[src/rtl/dbpc_pkg.sv]
// Shared types and constants for the depth buffer point culler.
// Used by the front end, back end, top level and testbench; depends on nothing else.
`timescale 1ns / 1ps
`default_nettype none

package dbpc_pkg;

    localparam int MAP_CELLS  = 32768;
    localparam int MAP_AW     = $clog2(MAP_CELLS);
    localparam int MAX_POINTS = 65536;
    localparam int LIST_AW    = $clog2(MAX_POINTS);
    localparam int CNT_W      = LIST_AW + 1;

    localparam int COORD_W  = 20;
    localparam int DIST_W   = 20;
    localparam int IDX_W    = 20;
    localparam int LIST_W   = IDX_W + DIST_W + MAP_AW;
    localparam int S_DATA_W = 120;
    localparam int M_DATA_W = 24;

    localparam logic [DIST_W-1:0] DEPTH_ALL_ONES = '1;

    // request codes on s_tuser
    localparam logic [1:0] REQ_START = 2'd0;
    localparam logic [1:0] REQ_ADD   = 2'd1;
    localparam logic [1:0] REQ_READ  = 2'd2;

    // job kinds after classification
    localparam logic [1:0] KIND_NONE  = 2'd0;
    localparam logic [1:0] KIND_START = 2'd1;
    localparam logic [1:0] KIND_ADD   = 2'd2;
    localparam logic [1:0] KIND_READ  = 2'd3;

    // configuration register indexes
    localparam logic [2:0] CFG_DEPTH_TEST = 3'd0;
    localparam logic [2:0] CFG_FACTOR     = 3'd1;
    localparam logic [2:0] CFG_MAP_COLS   = 3'd2;
    localparam logic [2:0] CFG_MAP_ROWS   = 3'd3;
    localparam logic [2:0] CFG_TOLERANCE  = 3'd4;

    typedef struct packed {
        logic [1:0]                kind;
        logic signed [COORD_W-1:0] pos_x;
        logic signed [COORD_W-1:0] pos_y;
        logic signed [COORD_W-1:0] pos_z;
        logic signed [COORD_W-1:0] pixel_u;
        logic signed [COORD_W-1:0] pixel_v;
        logic [IDX_W-1:0]          point_index;
    } job_t;

    typedef struct packed {
        logic        depth_test_on;
        logic [6:0]  cell_factor;
        logic [8:0]  map_cols;
        logic [7:0]  map_rows;
        logic [15:0] tolerance_mm;
    } cfg_t;

    typedef struct packed {
        logic             overflow;
        logic             list_end;
        logic [IDX_W-1:0] visible_index;
        logic             has_point;
        logic             accepted;
    } result_t;

endpackage

`default_nettype wire

[src/rtl/dbpc_front.sv]
// Front end: accepts request items, classifies them and queues them.
// Depends on dbpc_pkg.
`timescale 1ns / 1ps
`default_nettype none

module dbpc_front (
    input  wire logic                          aclk,
    input  wire logic                          aresetn,
    input  wire logic                          s_tvalid,
    output logic                               s_tready,
    input  wire logic [dbpc_pkg::S_DATA_W-1:0] s_tdata,
    input  wire logic [1:0]                    s_tuser,
    output dbpc_pkg::job_t                     job,
    output logic                               job_valid,
    input  wire logic                          job_pop
);

    dbpc_pkg::job_t q_reg [2];
    logic           wr_ptr_reg, wr_ptr_next;
    logic           rd_ptr_reg, rd_ptr_next;
    logic [1:0]     count_reg, count_next;
    dbpc_pkg::job_t in_job;
    logic           push;

    always_comb begin
        in_job.pos_x       = s_tdata[19:0];
        in_job.pos_y       = s_tdata[39:20];
        in_job.pos_z       = s_tdata[59:40];
        in_job.pixel_u     = s_tdata[79:60];
        in_job.pixel_v     = s_tdata[99:80];
        in_job.point_index = s_tdata[119:100];
        unique case (s_tuser)
            dbpc_pkg::REQ_START: in_job.kind = dbpc_pkg::KIND_START;
            // a point behind the camera is passed on as KIND_NONE and never added to the list
            dbpc_pkg::REQ_ADD:   in_job.kind = s_tdata[59] ? dbpc_pkg::KIND_NONE
                                                           : dbpc_pkg::KIND_ADD;
            dbpc_pkg::REQ_READ:  in_job.kind = dbpc_pkg::KIND_READ;
            default:             in_job.kind = dbpc_pkg::KIND_NONE;
        endcase
    end

    assign s_tready  = (count_reg != 2'd2);
    assign push      = s_tvalid && s_tready;
    assign job_valid = (count_reg != 2'd0);
    assign job       = q_reg[rd_ptr_reg];

    always_comb begin
        wr_ptr_next = push ? ~wr_ptr_reg : wr_ptr_reg;
        rd_ptr_next = job_pop ? ~rd_ptr_reg : rd_ptr_reg;
        count_next  = count_reg + 2'(push) - 2'(job_pop);
    end

    always_ff @(posedge aclk) begin
        if (!aresetn) begin
            wr_ptr_reg <= 1'b0;
            rd_ptr_reg <= 1'b0;
            count_reg  <= 2'd0;
        end else begin
            wr_ptr_reg <= wr_ptr_next;
            rd_ptr_reg <= rd_ptr_next;
            count_reg  <= count_next;
        end
        if (push) begin
            q_reg[wr_ptr_reg] <= in_job;
        end
    end

endmodule

`default_nettype wire

[config.mk]
export PLATFORM = sky130hd
export DESIGN_NAME = dbpc_front
export DESIGN_NICKNAME = d
export VERILOG_FILES = /design/src/rtl/dbpc_pkg.sv /design/src/rtl/dbpc_front.sv
export SDC_FILE = /design/constraint.sdc
export NUM_CORES = 1
export LEC_CHECK = 0
export ABC_AREA = 0
export BUFFER_PORTS_ARGS = -buffer_cell sky130_fd_sc_hd__buf_2
export CELL_PAD_IN_SITES_DETAIL_PLACEMENT = 1
export CELL_PAD_IN_SITES_GLOBAL_PLACEMENT = 2
export CORE_ASPECT_RATIO = 1.25
export CORE_MARGIN = 2
export CORE_UTILIZATION = 42
export CTS_CLUSTER_DIAMETER = 40
export DETAILED_ROUTE_END_ITERATION = 10
export GPL_TIMING_DRIVEN = 0
export PLACE_DENSITY = 0.95
export SETUP_SLACK_MARGIN = 0.1
export SLEW_MARGIN = 20
export SYNTH_ARGS = -nofsm -noshare
export SYNTH_HDL_FRONTEND = slang
export SYNTH_SLANG_ARGS = --single-unit
[constraint.sdc]
create_clock -name aclk -period 7.7 [get_ports aclk]
set_clock_uncertainty 0.1 [all_clocks]
set_input_delay 1.155 -clock aclk [delete_from_list [all_inputs] [get_ports aclk]]
set_output_delay 1.155 -clock aclk [all_outputs]
set_load 0.02 [all_outputs]
# Word level (Yosys, flattened, before mapping)
# Memory sizes are Yosys's and may differ from the RTL's. A register that Yosys moved wholly into a read port is not among the register bits.
# Cells that the tools add are included.
# word_totals
reg_bits	4
latchBits	0
ram_bits	244
rom_bits	0
inputBits	126
out_inout_bits	124
elab_cells	20
mem_count	1
# memory_table
memory	depth	width	rd	rd_clocked_by_memory_dff	wr	line_no	text
q_reg	2	122	1	1	1	dbpc_front.sv:18	dbpc_pkg::job_t q_reg [2];
# classes
n_addsub	2
n_mul	0
n_div	0
order_cmp	0
n_eq_ne	3
shift	0
n_mux	6
n_bitwise	2
reduce_logical	3
# ops
op	n
2-bit case mux with 3 select lines	1
1-bit 2-to-1 mux	4
2-bit by 1-bit adder with 2-bit output	1
2-bit by 1-bit == test with 1-bit output (second input constant)	1
2-bit == test (second input constant)	1
2-bit logical NOT	1
2-bit 2-to-1 mux	1
2-bit inequality test (second input constant)	1
1-bit NOT	2
2-bit nonzero test	1
2-bit by 1-bit subtractor with 2-bit output	1
1-bit logical AND	1

# Logic depth before layout (Yosys ltp)
# Gate-level depths: netlist of the first run.
# depth
ltp_word	4
depth_mapped	7
ltp_nobuf	7

# Least setup slack after synthesis of the first run
# No wires, ideal clock.
# synth_path
path_type	input-to-reg
startpoint	input port s_tvalid
endpoint	memory q_reg[1][0] (netlist name), enable pin
setup_ns	0.496
t_arrival_ns	4.016
required_time_ns	7.104
slack_ns	3.087
path_stages	1
n_path_buf	0
path_cell_list	and3_1
# synth_via
elab_chain_cells	3
# synth_rtl
item	line_no	text
start: declaration	dbpc_front.sv:9	input wire logic s_tvalid,
1-bit logical AND	dbpc_front.sv:43	assign push = s_tvalid && s_tready;
1-bit 2-to-1 mux	dbpc_front.sv:63	if (push) begin
1-bit 2-to-1 mux (implied by the code)	dbpc_front.sv:64	q_reg[wr_ptr_reg] <= in_job;
end: declaration	dbpc_front.sv:18	
# No other way between the ends.

==> results.txt, run 1 <==
----------------------------------------------------
[Logic synthesis]
  #FFs+latches synth ... around 250
  Simple-gate share of the synthesized area ... less than 1%
  Gate count after technology mapping ... about 410
  Sequential fraction of the synthesis area ... about 79%
  Syn. warnings ... 0
  Synthesized net count ... 538
  Portion of synthesized cell area occupied by the leading cell type ... 77.8%
  Synth Area in Adders ... 0.133%
  Cell types with the largest area share after synthesis ... sky130_fd_sc_hd__edfxtp_1, sky130_fd_sc_hd__mux2_4, sky130_fd_sc_hd__mux2_2, sky130_fd_sc_hd__buf_6, sky130_fd_sc_hd__dfxtp_1
  Dominant combinational cell family by area after synthesis ... multiplexers
  Synthesized cell area ... between 0.009 and 0.01 mm^2
  Cell type contributing the most total cell area after synthesis ... sky130_fd_sc_hd__edfxtp_1
  Average cell area after synthesis ... between 20 and 25 um^2
  Compound-Gate Fraction of Synth Area ... less than 1%
  Mux share of post-synthesis cell area ... ~18%
  Xor and xnor area share after synthesis ... less than 1%
  Number of distinct standard cells referenced by the synthesized netlist ... 26

[Clocking]
  Clock tree from TritonCTS ... built
  Post CTS Setup Buffer Count ... 0
  Number of hold buffers added after cts ... 0
  Num CTS Buffers ... 29
  Cts repair resizes ... 0
  Clock tree sinks ... 249
  Maximum count of clock buffers along a single path ... 3
  Latest clock arrival within the worst-skew pair ... 0.52 ns
  Clock-pin slew reported for the worst setup and hold paths after clock tree synthesis ... 0.06 ns
  Clock H-tree levels ... 1
  CTS Root Cell ... sky130_fd_sc_hd__clkbuf_16

[Global routing]
  Overall fraction of global-route tracks in use ... between 10% and 20%
  Total gr overflow ... 0
  Via count of the first global-routing pass ... 5395
  Initial antenna violation count ... 2
  Pin count of the biggest net entering global routing ... 72
  First-pass GRT wire length ... about 30000 um

[Die]
  Std-Cell Rows ... a little over 60
  Die Wd ... roughly 140 um
  Effective utilization at floorplan ... 42.6%
  Placeable core region ... about 0.022 mm^2
  Height of the die ... between 150 and 200 um
  Floorplan die area ... 0.0237 mm^2
  Number of ports placed on the die boundary ... 250

[Detailed routing]
  Via density per instance ... 4.83
  DRC Markers ... 0
  WL per Instance ... around 20 um
  Routed vias ... 4832
  Remaining antenna violation count ... 0
  Drt initial violations ... roughly 220
  Wirelength, routed ... 19800 um
  Number of search-and-repair iterations in the first detailed-routing pass ... 4

[Setup path]
  Data required time at the worst endpoint ... between 6 and 7 ns
  Category of the worst setup path launch point ... flip-flop
  Critical Setup Path Class ... flip-flop to primary output
  CP Capture Type ... primary output
  Data arrival time of the worst path ... around 1.8 ns
  Largest fanout of any net on the critical path ... 10

[Timing]
  Worst Tran Pin Value ... between 0.5 and 0.6 ns
  Fin. Hold Viols ... 0
  # setup viols final ... 0
  Post-route setup slack ... 4.64 ns
  Final Cycle Share ... between 30% and 40%
  Final max-slew violation count ... 0
  Shortest period the worst path allows ... roughly 3.1 ns
  Sum Neg Setup Slack ... 0 ns
  Slew Limit Headroom ... between 60% and 70%
  Fmax ... approximately 330 MHz
  Setup repair after global routing missed its margin ... false

[Final layout]
  Total of fill cells in the finished design ... 2066
  Final #Nets ... 821
  Largest register FFs ... around 240
  Layout-stage area growth over the synthesis result ... 28.4%
  Share of final-layout standard cells stronger than drive strength 1 ... roughly three fifths

[Placed design]
  Weighted congestion at the end of routability-driven global placement ... 0.743
  Placed wire-length estimate after detailed placement ... about 13000 um
  Post-placement worst setup slack ... a little under 5 ns
  Number of buffers added on ports ... 249

[Hold path]
  HP Class ... flip-flop to flip-flop

[Pwr]
  IR Drop Worst-Case VDD ... 0.204 mV
  Leakage power figure ... between 4 and 5 nW
  Pwr dens ... between 200 and 300 mW/mm^2

[Flow run]
  Total of max-cap violations ... 0

[Run status]
  Run status ... complete, no violations

----------------------------------------------------
-- per-layer routing --
layer	up-vias	wire, um	share of wire (%)	track usage [%]
met1	2392	6970	35	17.8
met5	-	16	0.081	0
met3	43	1480	7.5	4.72
met4	2	511	2.6	5.24
li1	2209	-	-	-
met2	186	10800	55	30.2
-- where the power goes --
group          switching, W  leakage (nW)  internal [W]
Sequential        0.0000328          2.32       0.00162
Combinational      0.000303          1.94      0.000224
Clock              0.000517         0.481      0.000872
Total              0.000854          4.74       0.00272
-- worst max-delay path, cell delays in order, from the launching register on --
cell,delay [ns]
sky130_fd_sc_hd__dfxtp_1,0.32
sky130_fd_sc_hd__buf_6,0.11
sky130_fd_sc_hd__buf_8,0.16
sky130_fd_sc_hd__buf_6,0.20
sky130_fd_sc_hd__mux2_4,0.32
sky130_fd_sc_hd__buf_2,0.16
-- cell usage in the layout, fill, tap and decap left out, drive strengths merged, types with 2 or more instances in the layout --
master  Yosys  layout
edfxtp    244     244
bufinv      0       5
buf        14     266
a21boi      2       2
mux2      123     123
dfxtp       5       5
inv         3       5
nand3b      2       2
and2        3       3
clkinv      0       8
clkbuf      0      37
nand2       2       2
-- cells in the mapped netlist, drive strengths merged --
| library cell | n |
|---|---|
| buf | 14 |
| a211o | 1 |
| ha | 1 |
| xor2 | 1 |
| a21bo | 1 |
| xnor2 | 1 |
| a211oi | 1 |
| nand2 | 2 |
| inv | 3 |
| mux2i | 1 |
| nand3 | 1 |
| nand3b | 2 |
| nor2 | 1 |
| nor4b | 1 |
| edfxtp | 244 |
| or2 | 1 |
| and3 | 1 |
| and2 | 3 |
| mux2 | 123 |
| nand2b | 1 |
| dfxtp | 5 |
| a21boi | 2 |
-- cells by family (layout without fill, tap and decap cells) --
logic type / after synthesis / count (layout)
compound gates: 5 / 5
flops: 249 / 249
fa+ha+maj: 1 / 1
simple gates: 13 / 13
buf+inv: 17 / 322
xor+xnor: 2 / 2
mux: 124 / 124
other cells: 0 / 1
-- metrics by stage --
step	util [%]	cell area, um^2	hold slack [ns]	cells	power (W)
after floorplan	-	9420	0.429	411	0.00203
after CTS	54.7	12100	0.505	999	0.00362
after global placement	49.8	11000	0.439	943	0.00220
after detailed placement	50.2	11100	0.484	946	0.00222
final	54.7	12100	0.498	1000	0.00358
after global routing	54.7	12100	0.523	1000	0.00371
-- final cells by class --
type                       count  area [um^2]  share of cell area, %
antenna                        1         2.50                 0.0207
multi-input combinational    145         1850                   15.3
sequential                   249         7430                   61.4
clock inverter                16          223                   1.84
buffer                        14          136                   1.13
tap                          283          354                   2.93
timing repair buffer         252         1320                   10.9
inverter                       3         16.3                  0.134
clock buffer                  37          766                   6.33
-- worst paths after layout --
path | start | endpoint | slack (ns) | cells after the start
worst max-delay path | flip-flop | job[96] | 4.64 | 5
worst min-delay path | rd_ptr_reg | rd_ptr_reg | 0.50 | 2
worst max register to register | count_reg[0] | q_reg[0][67] | 5.52 | 4
worst min register to register | rd_ptr_reg | rd_ptr_reg | 0.50 | 2
Note: power is estimated with default switching activity, not from simulation.
==> run 2: changes to the inputs <==
Settings changed: CORE_UTILIZATION 42 to 35, PLACE_DENSITY 0.95 to 0.88.
Clock period 7.7 ns to 2.5 ns, I/O delays scaled along.
==> run 2 against run 1 <==
Die area grew 19%. First-iteration DRC count shrank 20%. Non-clock buffer count grew 124. Design area grew 12%. Sequential share of layout area shrank 6.5 points. Final cell count grew 19%. Sequential power grew to 3.1 times the previous value.
==> results.txt, run 2 (same netlist as run 1, synthesis figures left out) <==
----------------------------------------------------
[Setup path]
  CP Capture Type ... primary output
  Critical Path End ... job[74]
  Category of the worst setup path launch point ... flip-flop
  Critical path depth ... 5 (unchanged)
  Launch point of the worst reg-to-reg path ... count_reg[0]
  Data arrival time of the worst path ... 1.84 ns (+0.04 ns)
  Critical path's top delay family ... buffers and inverters
  Internal reg-to-reg setup slack ... 0.52 ns (-5.00 ns)
  Worst reg2reg path endpoint ... q_reg[1][65]
  Register-to-Register Path Depth ... 3 (-1)
  Most Frequent Cell on Critical Path ... sky130_fd_sc_hd__buf_6
  Cell-by-cell trace of the critical path ... buf_6 -> buf_8 -> buf_6 -> mux2_4 -> buf_2
  Largest fanout of any net on the critical path ... 10 (unchanged)
  Cell with the biggest individual delay on the critical path ... sky130_fd_sc_hd__dfxtp_1
  Critical Setup Path Class ... flip-flop to primary output
  Data required time at the worst endpoint ... 2.03 ns (-4.41 ns)
  Worst Path Buf+Inv ... 4 (unchanged)
  Max stage delay on crit path ... 0.32 ns (about the same)

[Global routing]
  Pin count of the biggest net entering global routing ... 48 (-33%)
  Via count of the first global-routing pass ... 6051 (+12%)
  Initial antenna violation count ... 3 (+1)
  Total gr overflow ... 0 (unchanged)
  First-pass GRT wire length ... 33700 um (+14%)
  Overall fraction of global-route tracks in use ... 15.6% (-0.76 points)

[Pwr]
  Overall Power ... 0.0114 W (+220%)
  Leakage power figure ... 5.30 nW (+12%)
  IR Drop Worst-Case VDD ... 0.698 mV (+240%)
  Pwr dens ... 841 mW/mm^2 (+180%)

[Timing]
  Final Cycle Share ... between 90% and 100%
  Setup repair after global routing missed its margin ... true
  Final max-slew violation count ... 0 (unchanged)
  Sum Neg Setup Slack ... 0 ns (unchanged)
  Slew Limit Headroom ... 52.5% (-8.4 points)
  # setup viols final ... 0 (unchanged)
  Fmax ... ~430 MHz
  Worst Tran Pin Value ... 0.712 ns (+0.126 ns)
  Fin. Hold Viols ... 0 (unchanged)
  Shortest period the worst path allows ... roughly 2.3 ns

[Clocking]
  Maximum count of clock buffers along a single path ... 3 (unchanged)
  Clock tree sinks ... 249 (unchanged)
  Clock tree from TritonCTS ... built
  CTS Root Cell ... sky130_fd_sc_hd__clkbuf_16
  Num CTS Buffers ... 31 (+6.9%)
  Post CTS Setup Buffer Count ... 0 (unchanged)
  Clock-pin slew reported for the worst setup and hold paths after clock tree synthesis ... 0.05 ns (about the same)
  Clock H-tree levels ... 1 (unchanged)
  Latest clock arrival within the worst-skew pair ... 0.54 ns (+0.02 ns)

[Die]
  Die Wd ... 151 um (+9.3%)
  Floorplan die area ... 0.0283 mm^2 (+19%)
  Placeable core region ... 0.0267 mm^2 (+20%)
  Std-Cell Rows ... 67 (+9.8%)
  Number of ports placed on the die boundary ... 250 (unchanged)
  Height of the die ... 187 um (+9.3%)
  Effective utilization at floorplan ... 35.3% (-7.2 points)

[Detailed routing]
  Drt initial violations ... 174 (-20%)
  Wirelength, routed ... 22600 um (+14%)
  DRC Markers ... 0 (unchanged)
  Routed vias ... 5363 (+11%)
  Remaining antenna violation count ... 0 (unchanged)
  WL per Instance ... 18.9 um (-4.5%)
  Via density per instance ... 4.50 (-6.9%)
  Number of search-and-repair iterations in the first detailed-routing pass ... 4 (unchanged)

[Final layout]
  Layout-stage area growth over the synthesis result ... 43.5%
  Most common cell after layout, fill and taps aside ... sky130_fd_sc_hd__buf_2
  Share of final-layout standard cells stronger than drive strength 1 ... 53.5% (-7.7 points)
  Largest register FFs ... 244 (unchanged)
  Most used cells in the layout excluding fill and tap cells ... sky130_fd_sc_hd__buf_2, sky130_fd_sc_hd__edfxtp_1, sky130_fd_sc_hd__dlygate4sd3_1, sky130_fd_sc_hd__mux2_4, sky130_fd_sc_hd__mux2_2
  Total of fill cells in the finished design ... 2526 (+22%)
  Final #Nets ... 947 (+15%)

[Run status]
  Run status ... complete, no violations

[Flow run]
  Total of max-cap violations ... 0 (unchanged)

[Placed design]
  Number of buffers added on ports ... 249 (unchanged)
  Weighted congestion at the end of routability-driven global placement ... 0.690 (-7.1%)
  Placed wire-length estimate after detailed placement ... 13800 um (+2.0%)

[Hold path]
  HP Class ... input port to flip-flop

----------------------------------------------------
[run 2: cell count changes in the layout (fill, tap and decap cells not counted), moves of 3 or more]
cell and change:
sky130_fd_sc_hd__buf_12 +3, sky130_fd_sc_hd__dlygate4sd3_1 +121, sky130_fd_sc_hd__clkinv_4 +5, sky130_fd_sc_hd__clkbuf_1 -4
sky130_fd_sc_hd__clkinvlp_4 +3
[run 2: routing by layer]
layer	vias to the layer above	track usage, %	part of all wire (%)
li1	2465	-	-
met1	2654	15.8	35
met2	198	30.5	56
met3	44	3.63	6.0
met4	2	5.07	3.0
met5	-	0	0.058
[run 2: repair_timing]
action	CTS	global route
hold buffers	121	0
endpoints found under the hold margin	242	0
setup endpoints to repair	0	6
resized for setup	0	2
[run 2: area by class of cell]
| cell class | instances | area, um^2 | area share, % |
|---|---|---|---|
| diodes | 2 | 5.00 | 0.0370 |
| plain buffers | 14 | 144 | 1.06 |
| clock buffers | 34 | 787 | 5.82 |
| clock inverters | 24 | 260 | 1.92 |
| inverters | 3 | 15.0 | 0.111 |
| multi-input cells | 145 | 1860 | 13.8 |
| flip-flops and latches | 249 | 7430 | 54.9 |
| well taps | 345 | 432 | 3.19 |
| repair buffers | 376 | 2590 | 19.2 |
[run 2: how the worst min path moves through the flow]
stage | start | end | cells past startpoint
floorplan | s_tdata[100] | q_reg[0][0] | 0
global placement | s_tdata[87] | q_reg[0][27] | 1
detailed placement | s_tdata[12] | q_reg[1][112] | 1
CTS | aresetn | rd_ptr_reg | 2
global route | aresetn | wr_ptr_reg | 2
finish | aresetn | count_reg[1] | 2
[run 2: per-stage QoR]
stage	hold slack, ns	utilization [%]	cell area [um^2]	cells	setup WS, ns
after floorplan	0.374	-	9440	411	-0.445
after global placement	0.462	41.7	11100	1005	-1.62
after detailed placement	0.466	42.2	11300	1011	0.459
after CTS	0.0332	50.7	13500	1190	0.123
after global routing	0.0502	50.7	13500	1191	0.0966
final	0.0437	50.7	13500	1192	0.182
[run 2: report_power, final]
part | switching [W] | internal [W] | total (W)
Clock | 0.00179 | 0.00264 | 0.00443
Sequential | 0.000101 | 0.00500 | 0.00510
Combinational | 0.000996 | 0.000849 | 0.00185
Total | 0.00289 | 0.00849 | 0.0114
